`src/rtl/core/pre_pkg.sv`:
```
package pre_pkg;
    localparam int ScreenWidth  = 64;
    localparam int ScreenHeight = 32;
    localparam int RowAw        = $clog2(ScreenHeight);
    localparam int ColAw        = $clog2(ScreenWidth);

    localparam logic [1:0] OP_CLEAR = 2'd0;
    localparam logic [1:0] OP_DRAW  = 2'd1;
    localparam logic [1:0] OP_READ  = 2'd2;

    localparam logic [1:0] REG_COS  = 2'd0;
    localparam logic [1:0] REG_SIN  = 2'd1;
    localparam logic [1:0] REG_DIST = 2'd2;

    // screen coordinates carry 10 bits, saturated to -128..191
    typedef logic signed [9:0] coord_t;

    typedef enum logic [3:0] {
        ST_INIT,
        ST_IDLE,
        ST_CLEAR,
        ST_MUL,
        ST_SUM,
        ST_DIV,
        ST_NEXTV,
        ST_LSETUP,
        ST_LDIV,
        ST_LRD,
        ST_LWR,
        ST_READ,
        ST_DONE
    } state_t;

    // unsigned restoring divider request
    typedef struct packed {
        logic        go;
        logic [47:0] num;
        logic [47:0] den;
    } div_req_t;

    typedef struct packed {
        logic        done;
        logic [47:0] quo;
    } div_rsp_t;

    function automatic coord_t sat_coord(input logic signed [48:0] v);
        coord_t r;
        if (v < -49'sd128)
            r = -10'sd128;
        else if (v > 49'sd191)
            r = 10'sd191;
        else
            r = coord_t'(v);
        return r;
    endfunction
endpackage

```
`src/rtl/core/pre_divider.sv`:
```
module pre_divider (
    input  logic              clk,
    input  logic              rst_n,
    input  pre_pkg::div_req_t req,
    output pre_pkg::div_rsp_t rsp
);
    import pre_pkg::*;

    logic [47:0] quo_reg, quo_next;
    logic [47:0] rem_reg, rem_next;
    logic [47:0] den_reg, den_next;
    logic [5:0]  cnt_reg, cnt_next;
    logic        run_reg, run_next;
    logic        done_reg, done_next;
    logic [48:0] trial;

    // one quotient bit a cycle
    always_comb
    begin
        quo_next  = quo_reg;
        rem_next  = rem_reg;
        den_next  = den_reg;
        cnt_next  = cnt_reg;
        run_next  = run_reg;
        done_next = 1'b0;
        trial     = {rem_reg, quo_reg[47]} - {1'b0, den_reg};
        if (req.go)
        begin
            quo_next = req.num;
            rem_next = '0;
            den_next = req.den;
            cnt_next = 6'd0;
            run_next = 1'b1;
        end
        else if (run_reg)
        begin
            if (!trial[48])
            begin
                rem_next = trial[47:0];
                quo_next = {quo_reg[46:0], 1'b1};
            end
            else
            begin
                rem_next = {rem_reg[46:0], quo_reg[47]};
                quo_next = {quo_reg[46:0], 1'b0};
            end
            cnt_next = cnt_reg + 6'd1;
            if (cnt_reg == 6'd47)
            begin
                run_next  = 1'b0;
                done_next = 1'b1;
            end
        end
    end

    always_ff @(posedge clk or negedge rst_n)
    begin
        if (!rst_n)
        begin
            run_reg  <= 1'b0;
            done_reg <= 1'b0;
            cnt_reg  <= '0;
        end
        else
        begin
            run_reg  <= run_next;
            done_reg <= done_next;
            cnt_reg  <= cnt_next;
        end
    end

    always_ff @(posedge clk)
    begin
        quo_reg <= quo_next;
        rem_reg <= rem_next;
        den_reg <= den_next;
    end

    assign rsp.done = done_reg;
    assign rsp.quo  = quo_reg;
endmodule

```
`config.mk`:
```
export PLATFORM = sky130hd
export DESIGN_NAME = pre_divider
export DESIGN_NICKNAME = d
export VERILOG_FILES = /design/src/rtl/core/pre_pkg.sv /design/src/rtl/core/pre_divider.sv
export SDC_FILE = /design/constraint.sdc
export NUM_CORES = 1
export LEC_CHECK = 0
export ABC_AREA = 1
export BUFFER_PORTS_ARGS = -buffer_cell sky130_fd_sc_hd__buf_2
export CORE_ASPECT_RATIO = 1.2
export CORE_UTILIZATION = 45
export CTS_BUF_LIST = sky130_fd_sc_hd__clkbuf_2
export CTS_CLUSTER_DIAMETER = 60
export DETAILED_ROUTE_END_ITERATION = 8
export HOLD_SLACK_MARGIN = 0.06
export PLACE_DENSITY = 0.72
export SYNTH_ARGS = -nofsm -noshare
export SYNTH_HDL_FRONTEND = slang
export SYNTH_SLANG_ARGS = --single-unit
```
`constraint.sdc`:
```
create_clock -name clk -period 3.06 [get_ports clk]
set_input_delay 0.612 -clock clk [delete_from_list [all_inputs] [get_ports clk]]
set_output_delay 0.612 -clock clk [all_outputs]
set_load 0.01 [all_outputs]
```
Yosys cells after proc, flatten, opt, wreduce, memory -nomap -nowiden:

Index checks and enable logic that the tools add are counted.

* $add $sub $neg: 2
* eq/ne operators: 1
* mux-type cells: 12
* reduce and logical (&&, ||, !) cells: 1

Operators by type and width (number)
* two-way mux 48 bit: 3
* subtractor 49 x 48 -> 49 bit: 1
* two-way mux 6 bit: 2
* two-way mux 1 bit: 7
* adder 6 x 1 -> 6 bit (second input constant): 1
* equality test 6 bit (second input constant): 1
* nonzero test 2 bit: 1

* register bits after elaboration: 152

Longest topological paths before layout:

* depth in word-level cells: 4
* depth in mapped cells: 19
* mapped depth without buffers: 18

Worst setup path before layout:

Ideal clock, no wire load.

* path type: input to register
* from: in req[96] in the netlist's numbering
* to: reg quo_reg[0] (enable)
* arrival: 2101 ps
* required time: 2658 ps
* setup slack: 557 ps
* stages on the path: 4
* path buffers: 2
* path through: clkbuf_1 nor2_1 clkbuf_1 inv_1

* cells in the longest elaborated chain, start to end: 1

Ends and longest elaborated chain
* from (decl): RTL line pre_divider.sv:4 `input pre_pkg::div_req_t req,`
* nonzero test 2 bit (no line)
* to (signal assigned): RTL line pre_divider.sv:74 `quo_reg <= quo_next;`
* to (decl): RTL line pre_divider.sv:9 `logic [47:0] quo_reg, quo_next;`

No other way between the ends.
A chain may end at the register's enable or synchronous reset.

Worst setup path in the final report:

* from: reg quo_reg[47]
* to: reg rem_reg[29]

* cells in the longest elaborated chain, start to end: 2

Ends and longest elaborated chain
* subtractor 49 x 48 -> 49 bit: RTL line pre_divider.sv:26 `trial = {rem_reg, quo_reg[47]} - {1'b0, den_reg};`
* two-way mux 48 bit: RTL line pre_divider.sv:37 `if (!trial[48])`
* to (signal assigned): RTL line pre_divider.sv:75 `rem_reg <= rem_next;`
* to (decl): RTL line pre_divider.sv:10 `logic [47:0] rem_reg, rem_next;`

No other way between the ends.

==> impl_metrics.yaml <==
outcome:
  outcome: "completed"
setup_path:
  required_ns: 3.74
  cp_max_fo: 39
  end_kind: "flop"
  path_class: "flop to flop"
  cp.arrival_ns: 3.46
  worst_setup_path_start_kind: "flop"
synth:
  synth_xor_area_share_pct: 2.24
  avgSynthCellArea_um2: 6.55
  netlist_area_um2: 10600
  synth_top_area_share_pct: 27.3
  yosys.area_share.simple_pct: 36.9
  synth-async-reset-ratio_pct: 5.26
  ys_types: 38
  synth_compound_area_share_pct: 3.52
  synthCells: 1613
  synth_area_leader_cell: "edfxtp_1"
  synth_warnings: 0
  synthAdderAreaFrac_pct: 5.99
  ys_seq_elements: 152
  synth_top_family_by_area: "simple AND/OR/NAND/NOR gates"
  synth-edff-count: 96
  synth_nets: 1762
  synth.mux.area_fraction_pct: 0
  yosysSeqAreaShare_pct: 38.3
  synthFlopType: "edfxtp_1"
  synth_area_leaders: "edfxtp_1 (27%), nand2_1 (25%), inv_1 (11%)"
power_and_ir_drop:
  leakage_nw: 7.06
  powerDensity_nw_per_um2: 355
  p_total_mw: 4.52
  ir_worst_vdd_uv: 260
floorplanning:
  initial_core_util_pct: 45.7
  ios: 148
  core_um2: 23100
  placementRows: 61
  die_h_um: 170
  chipWidth_um: 142
  fp.dieArea_um2: 24100
timing:
  fin_tns_setup_ns: 0
  finClkSkew_ns: 0.0649
  tightest_slew_ns: 0.597
  setup_viol: 0
  slew_violations: 0
  max-slew-margin-rel_pct: 60.1
  final-hold-violation-count: 0
  clock.fmax_mhz: 361
  timing.final.crit_share_pct: 90.6
  period_needed_ns: 2.77
  rsz0062_at_grt: "no"
grt:
  antenna_found_initial: 1
  grt_max_degree: 76
  grt_use_total_pct: 24.6
  grt_pass1_wl_mm: 46.5
  grt_remaining_overflow: 0
  grt_pass1_vias: 9904
clock_network:
  clk-insertion-delay-late_ns: 0.79
  clkTransAtPathRegs_ns: 0.27
  cts_buffers: 17
  cts_max_level: 4
  cts_tree: "done"
  root_buffer: "clkbuf_2"
  cts_buffer_depth: 2
  clock-sinks: 152
cells_and_area:
  fillers: 2236
  drive_gt1_share_pct: 12.3
  syn_to_final_growth_pct: 20.8
  finalNonFillerCells: 2163
  finalNetCount: 1983
flow_run:
  maxCapViolCount: 0
placed_design:
  dp.cells: 2051
  dp.final_hpwl_mm: 21.5
  place_congestion: 1.03
  io_buffers: 147
drt:
  final_antenna_net_count: 0
  drc: 0
  drt_iter0_markers: 662
  routedWlPerCell_um: 13.2
  first_pass_iters: 5
  viasPerCell: 4.75
  wl_mm: 28.6
  vias: 10285
hold_path:
  hp-class: "input port to flop"
==> stage by stage <==
step	setup WS [ns]	hold slack [ns]	instance area [um^2]	utilization [%]
after CTS	0.105	0.0621	12700	54.9
after floorplan	0.557	0.316	10600	-
after global routing	0.00775	0.0613	12800	55.2
after global placement	0.267	0.460	11600	50.3
after detailed placement	0.156	0.462	11600	50.3
final	0.288	0.125	12800	55.2
==> cells by family after synthesis <==
logic type | after synthesis
AO/OA/AOI/OAI | 69
XOR/XNOR | 27
adder cells (fa/ha/maj) | 50
buffers and inverters | 354
flip-flops | 152
AND/OR/NAND/NOR | 961
==> cells in the mapped netlist, types with 12 or more instances <==
library cell  instances
a21oi_1              42
clkbuf_1             19
nand2_1             716
inv_1               314
nand4_1              12
nor2_1              105
nand3_1              85
edfxtp_1             96
ha_1                 49
nand2_2              15
o21ai_0              17
xnor2_1              19
dfxtp_1              48
==> layout make-up <==
type / instances / area, um^2 / share of cell area, %
Sequential cell: 152 / 4040 / 31.7
Clock buffer: 17 / 85.1 / 0.667
Antenna cell: 1 / 2.50 / 0.0196
Multi-Input combinational cell: 1107 / 5170 / 40.5
Clock inverter: 15 / 230 / 1.80
Inverter: 322 / 1210 / 9.47
Tap cell: 315 / 394 / 3.09
Timing Repair Buffer: 234 / 1620 / 12.7
==> what timing repair did <==
| action | CTS | global route |
|---|---|---|
| hold endpoints to repair | 82 | 3 |
| buffers inserted | 0 | 1 |
| gates resized for setup | 0 | 3 |
| hold buffers | 75 | 3 |
| endpoints found under the setup margin | 0 | 40 |
==> cell usage in the layout, fill, tap and decap left out, drive strengths merged, types with 2 or more instances in the layout <==
| master | netlist | layout |
|---|---|---|
| nand2 | 733 | 733 |
| inv | 321 | 330 |
| buf | 13 | 156 |
| nor2 | 109 | 109 |
| edfxtp | 96 | 96 |
| nand3 | 90 | 90 |
| dlygate4sd3 | 0 | 78 |
| ha | 49 | 49 |
| dfxtp | 48 | 48 |
| a21oi | 44 | 44 |
| xnor2 | 19 | 19 |
| o21ai | 18 | 18 |
| clkbuf | 19 | 17 |
| nand4 | 13 | 13 |
| xor2 | 8 | 8 |
| dfrtp | 8 | 8 |
| nor3 | 7 | 7 |
| o21bai | 4 | 4 |
| nor4 | 4 | 4 |
| bufinv | 0 | 4 |
| nand3b | 3 | 3 |
| and2 | 2 | 2 |
| clkinv | 1 | 2 |
==> worst paths after layout <==
| path | slack, ns | from | to | depth (start not counted) |
|---|---|---|---|---|
| max in group asynchronous | 2.69 | rst_n | cnt_reg[4]$_DFFE_PN0P_ | 2 |
| worst min-delay path | 0.12 | req[73] | quo_reg[25]$_DFFE_PP_ | 3 |
| worst min register to register | 0.49 | rem_reg[3]$_SDFFE_PP0P_ | rem_reg[3]$_SDFFE_PP0P_ | 2 |
| min in group asynchronous | 0.18 | rst_n | cnt_reg[5]$_DFFE_PN0P_ | 2 |
| worst max register to register | 0.29 | quo_reg[47]$_DFFE_PP_ | rem_reg[29]$_SDFFE_PP0P_ | 16 |
| worst max-delay path | 0.29 | quo_reg[47]$_DFFE_PP_ | rem_reg[29]$_SDFFE_PP0P_ | 16 |
==> power breakdown <==
part	total (mW)	internal, mW	switching [mW]
logic	0.695	0.290	0.405
clock network	1.46	0.579	0.884
registers	2.36	2.31	0.0560
==> per-layer routing <==
| layer | part of all wire, % | wire length (um) | global-route usage (%) | vias to the layer above |
|---|---|---|---|---|
| met5 | 0 | 0 | 0 | - |
| met4 | 4.0 | 1150 | 11.7 | 0 |
| met3 | 6.1 | 1750 | 4.22 | 73 |
| met2 | 47 | 13500 | 42.5 | 355 |
| met1 | 43 | 12200 | 29.5 | 4535 |
| li1 | - | - | - | 5322 |
==> critical path, stage by stage, from the launching register on <==
cell	delay, ns
edfxtp_1	0.46
inv_1	0.10
ha_1	0.14
inv_1	0.07
fa_1	0.43
nand2_1	0.09
nand2_1	0.08
nand3_1	0.09
nand2_1	0.11
nand2_1	0.09
nand2_2	0.09
nand2_2	0.13
nand4_4	0.22
nand2_8	0.30
o21ai_0	0.14
nand3_1	0.09
nand2_1	0.05
(Power assumes the default switching activity.)
