$ cat config.mk
export PLATFORM = sky130hd
export DESIGN_NAME = pre_frame_ram
export DESIGN_NICKNAME = d
export VERILOG_FILES = /design/src/rtl/core/pre_pkg.sv /design/src/rtl/core/pre_frame_ram.sv
export SDC_FILE = /design/constraint.sdc
export NUM_CORES = 2
export LEC_CHECK = 0
export ABC_AREA = 1
export BUFFER_PORTS_ARGS = -buffer_cell sky130_fd_sc_hd__clkbuf_2
export CAP_MARGIN = 20
export CORE_MARGIN = 3
export CORE_UTILIZATION = 42
export DETAILED_ROUTE_END_ITERATION = 7
export GPL_ROUTABILITY_DRIVEN = 0
export GPL_TIMING_DRIVEN = 0
export HOLD_SLACK_MARGIN = 0.15
export PLACE_DENSITY_LB_ADDON = 0.3
export SLEW_MARGIN = 20
export SYNTH_ARGS = -nofsm -noshare
export SYNTH_HDL_FRONTEND = slang
export SYNTH_SLANG_ARGS = --single-unit
export TNS_END_PERCENT = 10
$ cat constraint.sdc
create_clock -name clk -period 5.95 [get_ports clk]
set_clock_uncertainty 0.05 [all_clocks]
set_input_delay 1.19 -clock clk [delete_from_list [all_inputs] [get_ports clk]]
set_output_delay 1.19 -clock clk [all_outputs]
set_load 0.005 [all_outputs]
$ cat src/rtl/core/pre_pkg.sv
package pre_pkg;
    localparam int ScreenWidth  = 64;
    localparam int ScreenHeight = 32;
    localparam int RowAw        = $clog2(ScreenHeight);
    localparam int ColAw        = $clog2(ScreenWidth);

    localparam logic [1:0] OP_CLEAR = 2'd0;
    localparam logic [1:0] OP_DRAW  = 2'd1;
    localparam logic [1:0] OP_READ  = 2'd2;

    localparam logic [1:0] REG_COS  = 2'd0;
    localparam logic [1:0] REG_SIN  = 2'd1;
    localparam logic [1:0] REG_DIST = 2'd2;

    // screen coordinates carry 10 bits, saturated to -128..191
    typedef logic signed [9:0] coord_t;

    typedef enum logic [3:0] {
        ST_INIT,
        ST_IDLE,
        ST_CLEAR,
        ST_MUL,
        ST_SUM,
        ST_DIV,
        ST_NEXTV,
        ST_LSETUP,
        ST_LDIV,
        ST_LRD,
        ST_LWR,
        ST_READ,
        ST_DONE
    } state_t;

    // unsigned restoring divider request
    typedef struct packed {
        logic        go;
        logic [47:0] num;
        logic [47:0] den;
    } div_req_t;

    typedef struct packed {
        logic        done;
        logic [47:0] quo;
    } div_rsp_t;

    function automatic coord_t sat_coord(input logic signed [48:0] v);
        coord_t r;
        if (v < -49'sd128)
            r = -10'sd128;
        else if (v > 49'sd191)
            r = 10'sd191;
        else
            r = coord_t'(v);
        return r;
    endfunction
endpackage

$ cat src/rtl/core/pre_frame_ram.sv
module pre_frame_ram (
    input  logic                      clk,
    input  logic                      we,
    input  logic [pre_pkg::RowAw-1:0] waddr,
    input  logic [pre_pkg::ScreenWidth-1:0] wdata,
    input  logic [pre_pkg::RowAw-1:0] raddr,
    output logic [pre_pkg::ScreenWidth-1:0] rdata
);
    import pre_pkg::*;

    logic [ScreenWidth-1:0] mem [ScreenHeight];

    always_ff @(posedge clk)
    begin
        if (we)
            mem[waddr] <= wdata;
        rdata <= mem[raddr];
    end
endmodule

# ---- Word-level counts from Yosys, hierarchy flattened
# Memories as Yosys holds them, arrays and structs flattened. A register that Yosys moved wholly into a read port is not among the register bits.
# Index checks and enable logic that the tools add are counted.
dict set report totals {
  input_bits 76
  mem_bits_rw 2048
  mem_count 1
  out_inout_bits 64
  ff_bits 0
}
dict set report classes {
  mux 2
}
# name words width rd rd_ports_with_merged_regs write_ports line
set mem_list {}
lappend mem_list {mem 32 64 1 1 1 pre_frame_ram.sv:11} ;# logic [ScreenWidth-1:0] mem [ScreenHeight];
# cell n
set op_table {}
lappend op_table {{two-way mux 1 bit} 2}

# ---- Logic depth before layout (Yosys ltp)
dict set report logic_depth {
  depth_word 2
  ltp_mapped 12
}

# ---- Worst setup path before layout
# No wires, ideal clock.
dict set report synth_path {
  path_type {input port to flip-flop}
  start {in waddr[0] in the netlist's numbering}
  end {mem mem[0][0] (enable)}
  required_ps 5414
  setup_ps 486
  slack_ps 1246
  cell_stages 3
  arrival_time_ps 4167
  path_cell_list {inv_1 -> nand3_1 -> nor2_1}
}
# element line
set synth_rtl {}
lappend synth_rtl {{start, declared} pre_frame_ram.sv:4} ;# input logic [pre_pkg::RowAw-1:0] waddr,
lappend synth_rtl {{end, declared} pre_frame_ram.sv:11}
# No word-level cell before the write port.

==> report_table.html <==
<table>
<tr><th>Metric</th><th>Value</th></tr>
<tr><th colspan="2">Outcome</th></tr>
<tr><td>Result of the run</td><td>completed</td></tr>
<tr><th colspan="2">Floorplanning</th></tr>
<tr><td>Standard-cell row count</td><td>162</td></tr>
<tr><td>I/O pin count</td><td>140</td></tr>
<tr><td>Floorplan die area</td><td>approximately 200000 µm²</td></tr>
<tr><td>Die width</td><td>~450 µm</td></tr>
<tr><td>Std-Cell Core Area</td><td>roughly 200000 µm²</td></tr>
<tr><td>Initial core utilization</td><td>between 40 and 50%</td></tr>
<tr><td>Die height</td><td>between 400 and 500 µm</td></tr>
<tr><th colspan="2">Yosys</th></tr>
<tr><td>Largest family of logic cells by synthesized area</td><td>simple AND/OR/NAND/NOR gates</td></tr>
<tr><td>Compound-Gate Fraction of Synth Area</td><td>0%</td></tr>
<tr><td>Xor and xnor area share after synthesis</td><td>0%</td></tr>
<tr><td>Post-Synth Simple-Gate Area</td><td>between 20 and 25%</td></tr>
<tr><td>Net count of the mapped netlist</td><td>around 7000</td></tr>
<tr><td>Sequential area share after synthesis</td><td>75.6%</td></tr>
<tr><td>Adder and majority cell fraction of the synthesized area</td><td>0%</td></tr>
<tr><td>Mux contribution to synthesized area</td><td>0%</td></tr>
<tr><td>Synthesized area divided by synthesized cell count</td><td>approximately 12 µm²</td></tr>
<tr><td>Number of storage elements in the synthesis netlist</td><td>2112</td></tr>
<tr><td>Number of instances in the synthesized netlist</td><td>between 6000 and 7000</td></tr>
<tr><td>YS warnings</td><td>0</td></tr>
<tr><td>Distinct cell type count after synthesis</td><td>13</td></tr>
<tr><td>Syn Std Cell Area</td><td>around 83000 µm²</td></tr>
<tr><th colspan="2">Timing</th></tr>
<tr><td>Shortest period the worst path allows</td><td>around 3300 ps</td></tr>
<tr><td>Setup violators final</td><td>0</td></tr>
<tr><td>Number of failing hold endpoints at the final stage</td><td>0</td></tr>
<tr><td>Minimum hold slack</td><td>around 650 ps</td></tr>
<tr><td>Max-slew headroom</td><td>18.0%</td></tr>
<tr><td>Max frequency</td><td>0.304 GHz</td></tr>
<tr><td>Tightest Pin Transition</td><td>about 1200 ps</td></tr>
<tr><td>RSZ-0062 raised after global routing</td><td>false</td></tr>
<tr><td>Final max-slew violation count</td><td>0</td></tr>
<tr><td>Tcrit/Tclk final</td><td>between 50% and 60%</td></tr>
<tr><th colspan="2">Clock network</th></tr>
<tr><td>Latest clock arrival within the worst-skew pair</td><td>about 870 ps</td></tr>
<tr><td>CTS tree</td><td>yes</td></tr>
<tr><td>Max H-tree Level</td><td>4</td></tr>
<tr><td>Resized Gates After CTS</td><td>0</td></tr>
<tr><td>Count of clock tree sinks</td><td>~2100</td></tr>
<tr><td>Clock input transition at the sequential cells of the worst setup and hold paths</td><td>around 60 ps</td></tr>
<tr><td>Hold buffers post-CTS</td><td>0</td></tr>
<tr><td>Setup fix buffers added after clock tree synthesis</td><td>0</td></tr>
<tr><td>Maximum count of clock buffers along a single path</td><td>3</td></tr>
<tr><td>TritonCTS Buffers</td><td>213</td></tr>
<tr><td>CTS root buffer</td><td>sky130_fd_sc_hd__clkbuf_16</td></tr>
<tr><th colspan="2">Global route</th></tr>
<tr><td>Initial antenna violation count</td><td>18</td></tr>
<tr><td>Final global-route overflow total</td><td>0</td></tr>
<tr><td>Largest net degree at the start of global routing</td><td>33</td></tr>
<tr><td>Aggregate global-route resource usage</td><td>between 20% and 30%</td></tr>
<tr><td>Global-route wire length before repair</td><td>417 mm</td></tr>
<tr><td>Via count of the first global-routing pass</td><td>roughly 56000</td></tr>
<tr><th colspan="2">Setup path</th></tr>
<tr><td>Type of element launching the critical path</td><td>input port</td></tr>
<tr><td>Required time of the critical path</td><td>roughly 6600 ps</td></tr>
<tr><td>CP cell instances</td><td>buf_2, clkbuf_1, clkbuf_1, nand3_1, nand3_1, nand3_1, nand2_1</td></tr>
<tr><td>Arr. time, crit path</td><td>about 4000 ps</td></tr>
<tr><td>Cell with the biggest individual delay on the critical path</td><td>sky130_fd_sc_hd__clkbuf_1</td></tr>
<tr><td>Largest fanout on the critical path</td><td>10</td></tr>
<tr><td>Classification of the worst setup path</td><td>input port to flip-flop</td></tr>
<tr><td>Critical path capture point type</td><td>flip-flop</td></tr>
<tr><td>Most used cell along the critical path</td><td>sky130_fd_sc_hd__nand3_1</td></tr>
<tr><td>CP peak stage delay</td><td>~900 ps</td></tr>
<tr><th colspan="2">Flow run</th></tr>
<tr><td>Max_cap viols</td><td>0</td></tr>
<tr><th colspan="2">Route</th></tr>
<tr><td>Count of vias placed by the detailed router</td><td>about 59000</td></tr>
<tr><td>Vias per cell</td><td>5.87</td></tr>
<tr><td>Routed len/inst</td><td>just under 30 µm</td></tr>
<tr><td>Routed Antenna Nets</td><td>0</td></tr>
<tr><td>Detailed-router iteration count before antenna repair</td><td>8</td></tr>
<tr><td>Sum of routed wire length over all layers</td><td>~300 mm</td></tr>
<tr><td>Initial DRC Count</td><td>9063</td></tr>
<tr><td>Number of remaining DRC errors</td><td>0</td></tr>
<tr><th colspan="2">Final layout</th></tr>
<tr><td>Fill count</td><td>approximately 17000</td></tr>
<tr><td>Layout-stage area growth over the synthesis result</td><td>17.8%</td></tr>
<tr><td>Combined flip-flop and latch cell area</td><td>62800 µm²</td></tr>
<tr><td>NumNets Final</td><td>about 7300</td></tr>
<tr><td>Layout cells sized above 1</td><td>between 10% and 20%</td></tr>
<tr><td>Multi-input combinational cell area</td><td>roughly 18000 µm²</td></tr>
<tr><th colspan="2">Power and ir drop</th></tr>
<tr><td>Worst IR Drop VDD</td><td>between 0.2 and 0.3 mV</td></tr>
<tr><td>Static leakage</td><td>0.0352 µW</td></tr>
<tr><td>Total power density per cell area</td><td>about 330 nW/µm²</td></tr>
<tr><td>Total chip power</td><td>between 30000 and 40000 µW</td></tr>
<tr><th colspan="2">Place</th></tr>
<tr><td>Sum of net half-perimeters after detailed placement</td><td>between 200 and 250 mm</td></tr>
<tr><td>IO buf count</td><td>136</td></tr>
<tr><th colspan="2">Worst hold path</th></tr>
<tr><td>Worst min path class</td><td>flip-flop to flip-flop</td></tr>
</table>
[cell usage in the layout (no fill, tap or decap), types with 2 or more instances in the layout]
| master | n |
|---|---|
| sky130_fd_sc_hd__clkinv_1 | 30 |
| sky130_fd_sc_hd__buf_2 | 281 |
| sky130_fd_sc_hd__buf_12 | 92 |
| sky130_fd_sc_hd__clkbuf_8 | 22 |
| sky130_fd_sc_hd__buf_16 | 57 |
| sky130_fd_sc_hd__diode_2 | 14 |
| sky130_fd_sc_hd__inv_2 | 2 |
| sky130_fd_sc_hd__nor2_4 | 32 |
| sky130_fd_sc_hd__inv_1 | 7 |
| sky130_fd_sc_hd__clkinv_2 | 39 |
| sky130_fd_sc_hd__buf_4 | 28 |
| sky130_fd_sc_hd__clkbuf_2 | 146 |
| sky130_fd_sc_hd__nand3_1 | 1800 |
| sky130_fd_sc_hd__bufinv_16 | 16 |
| sky130_fd_sc_hd__inv_16 | 4 |
| sky130_fd_sc_hd__buf_1 | 42 |
| sky130_fd_sc_hd__buf_6 | 4 |
| sky130_fd_sc_hd__dfxtp_1 | 64 |
| sky130_fd_sc_hd__nand2_1 | 2376 |
| sky130_fd_sc_hd__edfxtp_1 | 2048 |
| sky130_fd_sc_hd__buf_8 | 4 |
| sky130_fd_sc_hd__clkinvlp_4 | 6 |
| sky130_fd_sc_hd__clkbuf_16 | 217 |
| sky130_fd_sc_hd__clkinv_16 | 2 |
| sky130_fd_sc_hd__clkbuf_1 | 126 |
| sky130_fd_sc_hd__inv_6 | 9 |
[routing by layer]
metal	track usage, %	routed length (µm)	part of all wire (%)	up-vias
li1	-	-	-	25100
met1	37.0	106000	35	28900
met2	45.6	138000	46	4380
met3	7.20	38800	13	870
met4	15.2	16800	5.6	8
met5	0	47	0.016	-
[cells by family after synthesis]
kind of cell | Yosys count
buffers and inverters | 448
flip-flops | 2112
AND/OR/NAND/NOR | 4208
[synth_stat cells]
cell	count	area (µm²)
sky130_fd_sc_hd__nand2_1	2376	8920
sky130_fd_sc_hd__edfxtp_1	2048	61500
sky130_fd_sc_hd__nand3_1	1800	9010
sky130_fd_sc_hd__buf_2	275	1380
sky130_fd_sc_hd__clkbuf_1	82	308
sky130_fd_sc_hd__dfxtp_1	64	1280
sky130_fd_sc_hd__buf_1	49	184
sky130_fd_sc_hd__nor2_1	32	120
sky130_fd_sc_hd__buf_4	28	210
sky130_fd_sc_hd__inv_1	7	26.3
sky130_fd_sc_hd__buf_6	4	45.0
sky130_fd_sc_hd__inv_2	2	7.51
sky130_fd_sc_hd__inv_4	1	6.26
[path summary, 6_finish.rpt]
check	cells past startpoint	startpoint	to	slack, ps
max	7	raddr[2]	rdata[61]	2660
min	6	mem[18][18]	rdata[18]	650
max reg2reg	6	mem[15][61]	rdata[61]	4310
min reg2reg	6	mem[18][18]	rdata[18]	650
[sequential cells by signal (all words and copies together) (netlist names)]
signal	flops
rdata	64
mem	2048
[critical path: cells and delay by family]
kind	cells	cell delay, ps
buf+inv	3	1720
simple gates	4	1030
[power breakdown]
part           internal (µW)  switching (µW)
Clock                   7690            5890
Sequential             16500            53.5
Combinational            526            1730
[cell type report]
| class | instances | share of cell area (%) |
|---|---|---|
| Tap cell | 2624 | 3.36 |
| Buffer | 438 | 2.19 |
| Timing Repair Buffer | 289 | 4.25 |
| Antenna cell | 14 | 0.0358 |
| Multi-Input combinational cell | 4208 | 18.7 |
| Clock buffer | 292 | 6.07 |
| Clock inverter | 109 | 1.11 |
| Inverter | 10 | 0.0410 |
| Sequential cell | 2112 | 64.2 |
[through the flow]
step	TNS [ps]	instances	area, µm²	util (%)	worst slack, ps
final	0	10100	97700	50.0	2660
after global routing	0	10100	97700	50.0	2770
after CTS	0	10100	97700	50.0	2860
after detailed placement	0	9681	90700	46.4	1950
after global placement	-7571590	9528	87000	44.5	-4160
after floorplan	0	6768	83000	-	1250
No activity file was read; power rests on OpenSTA's default activity.
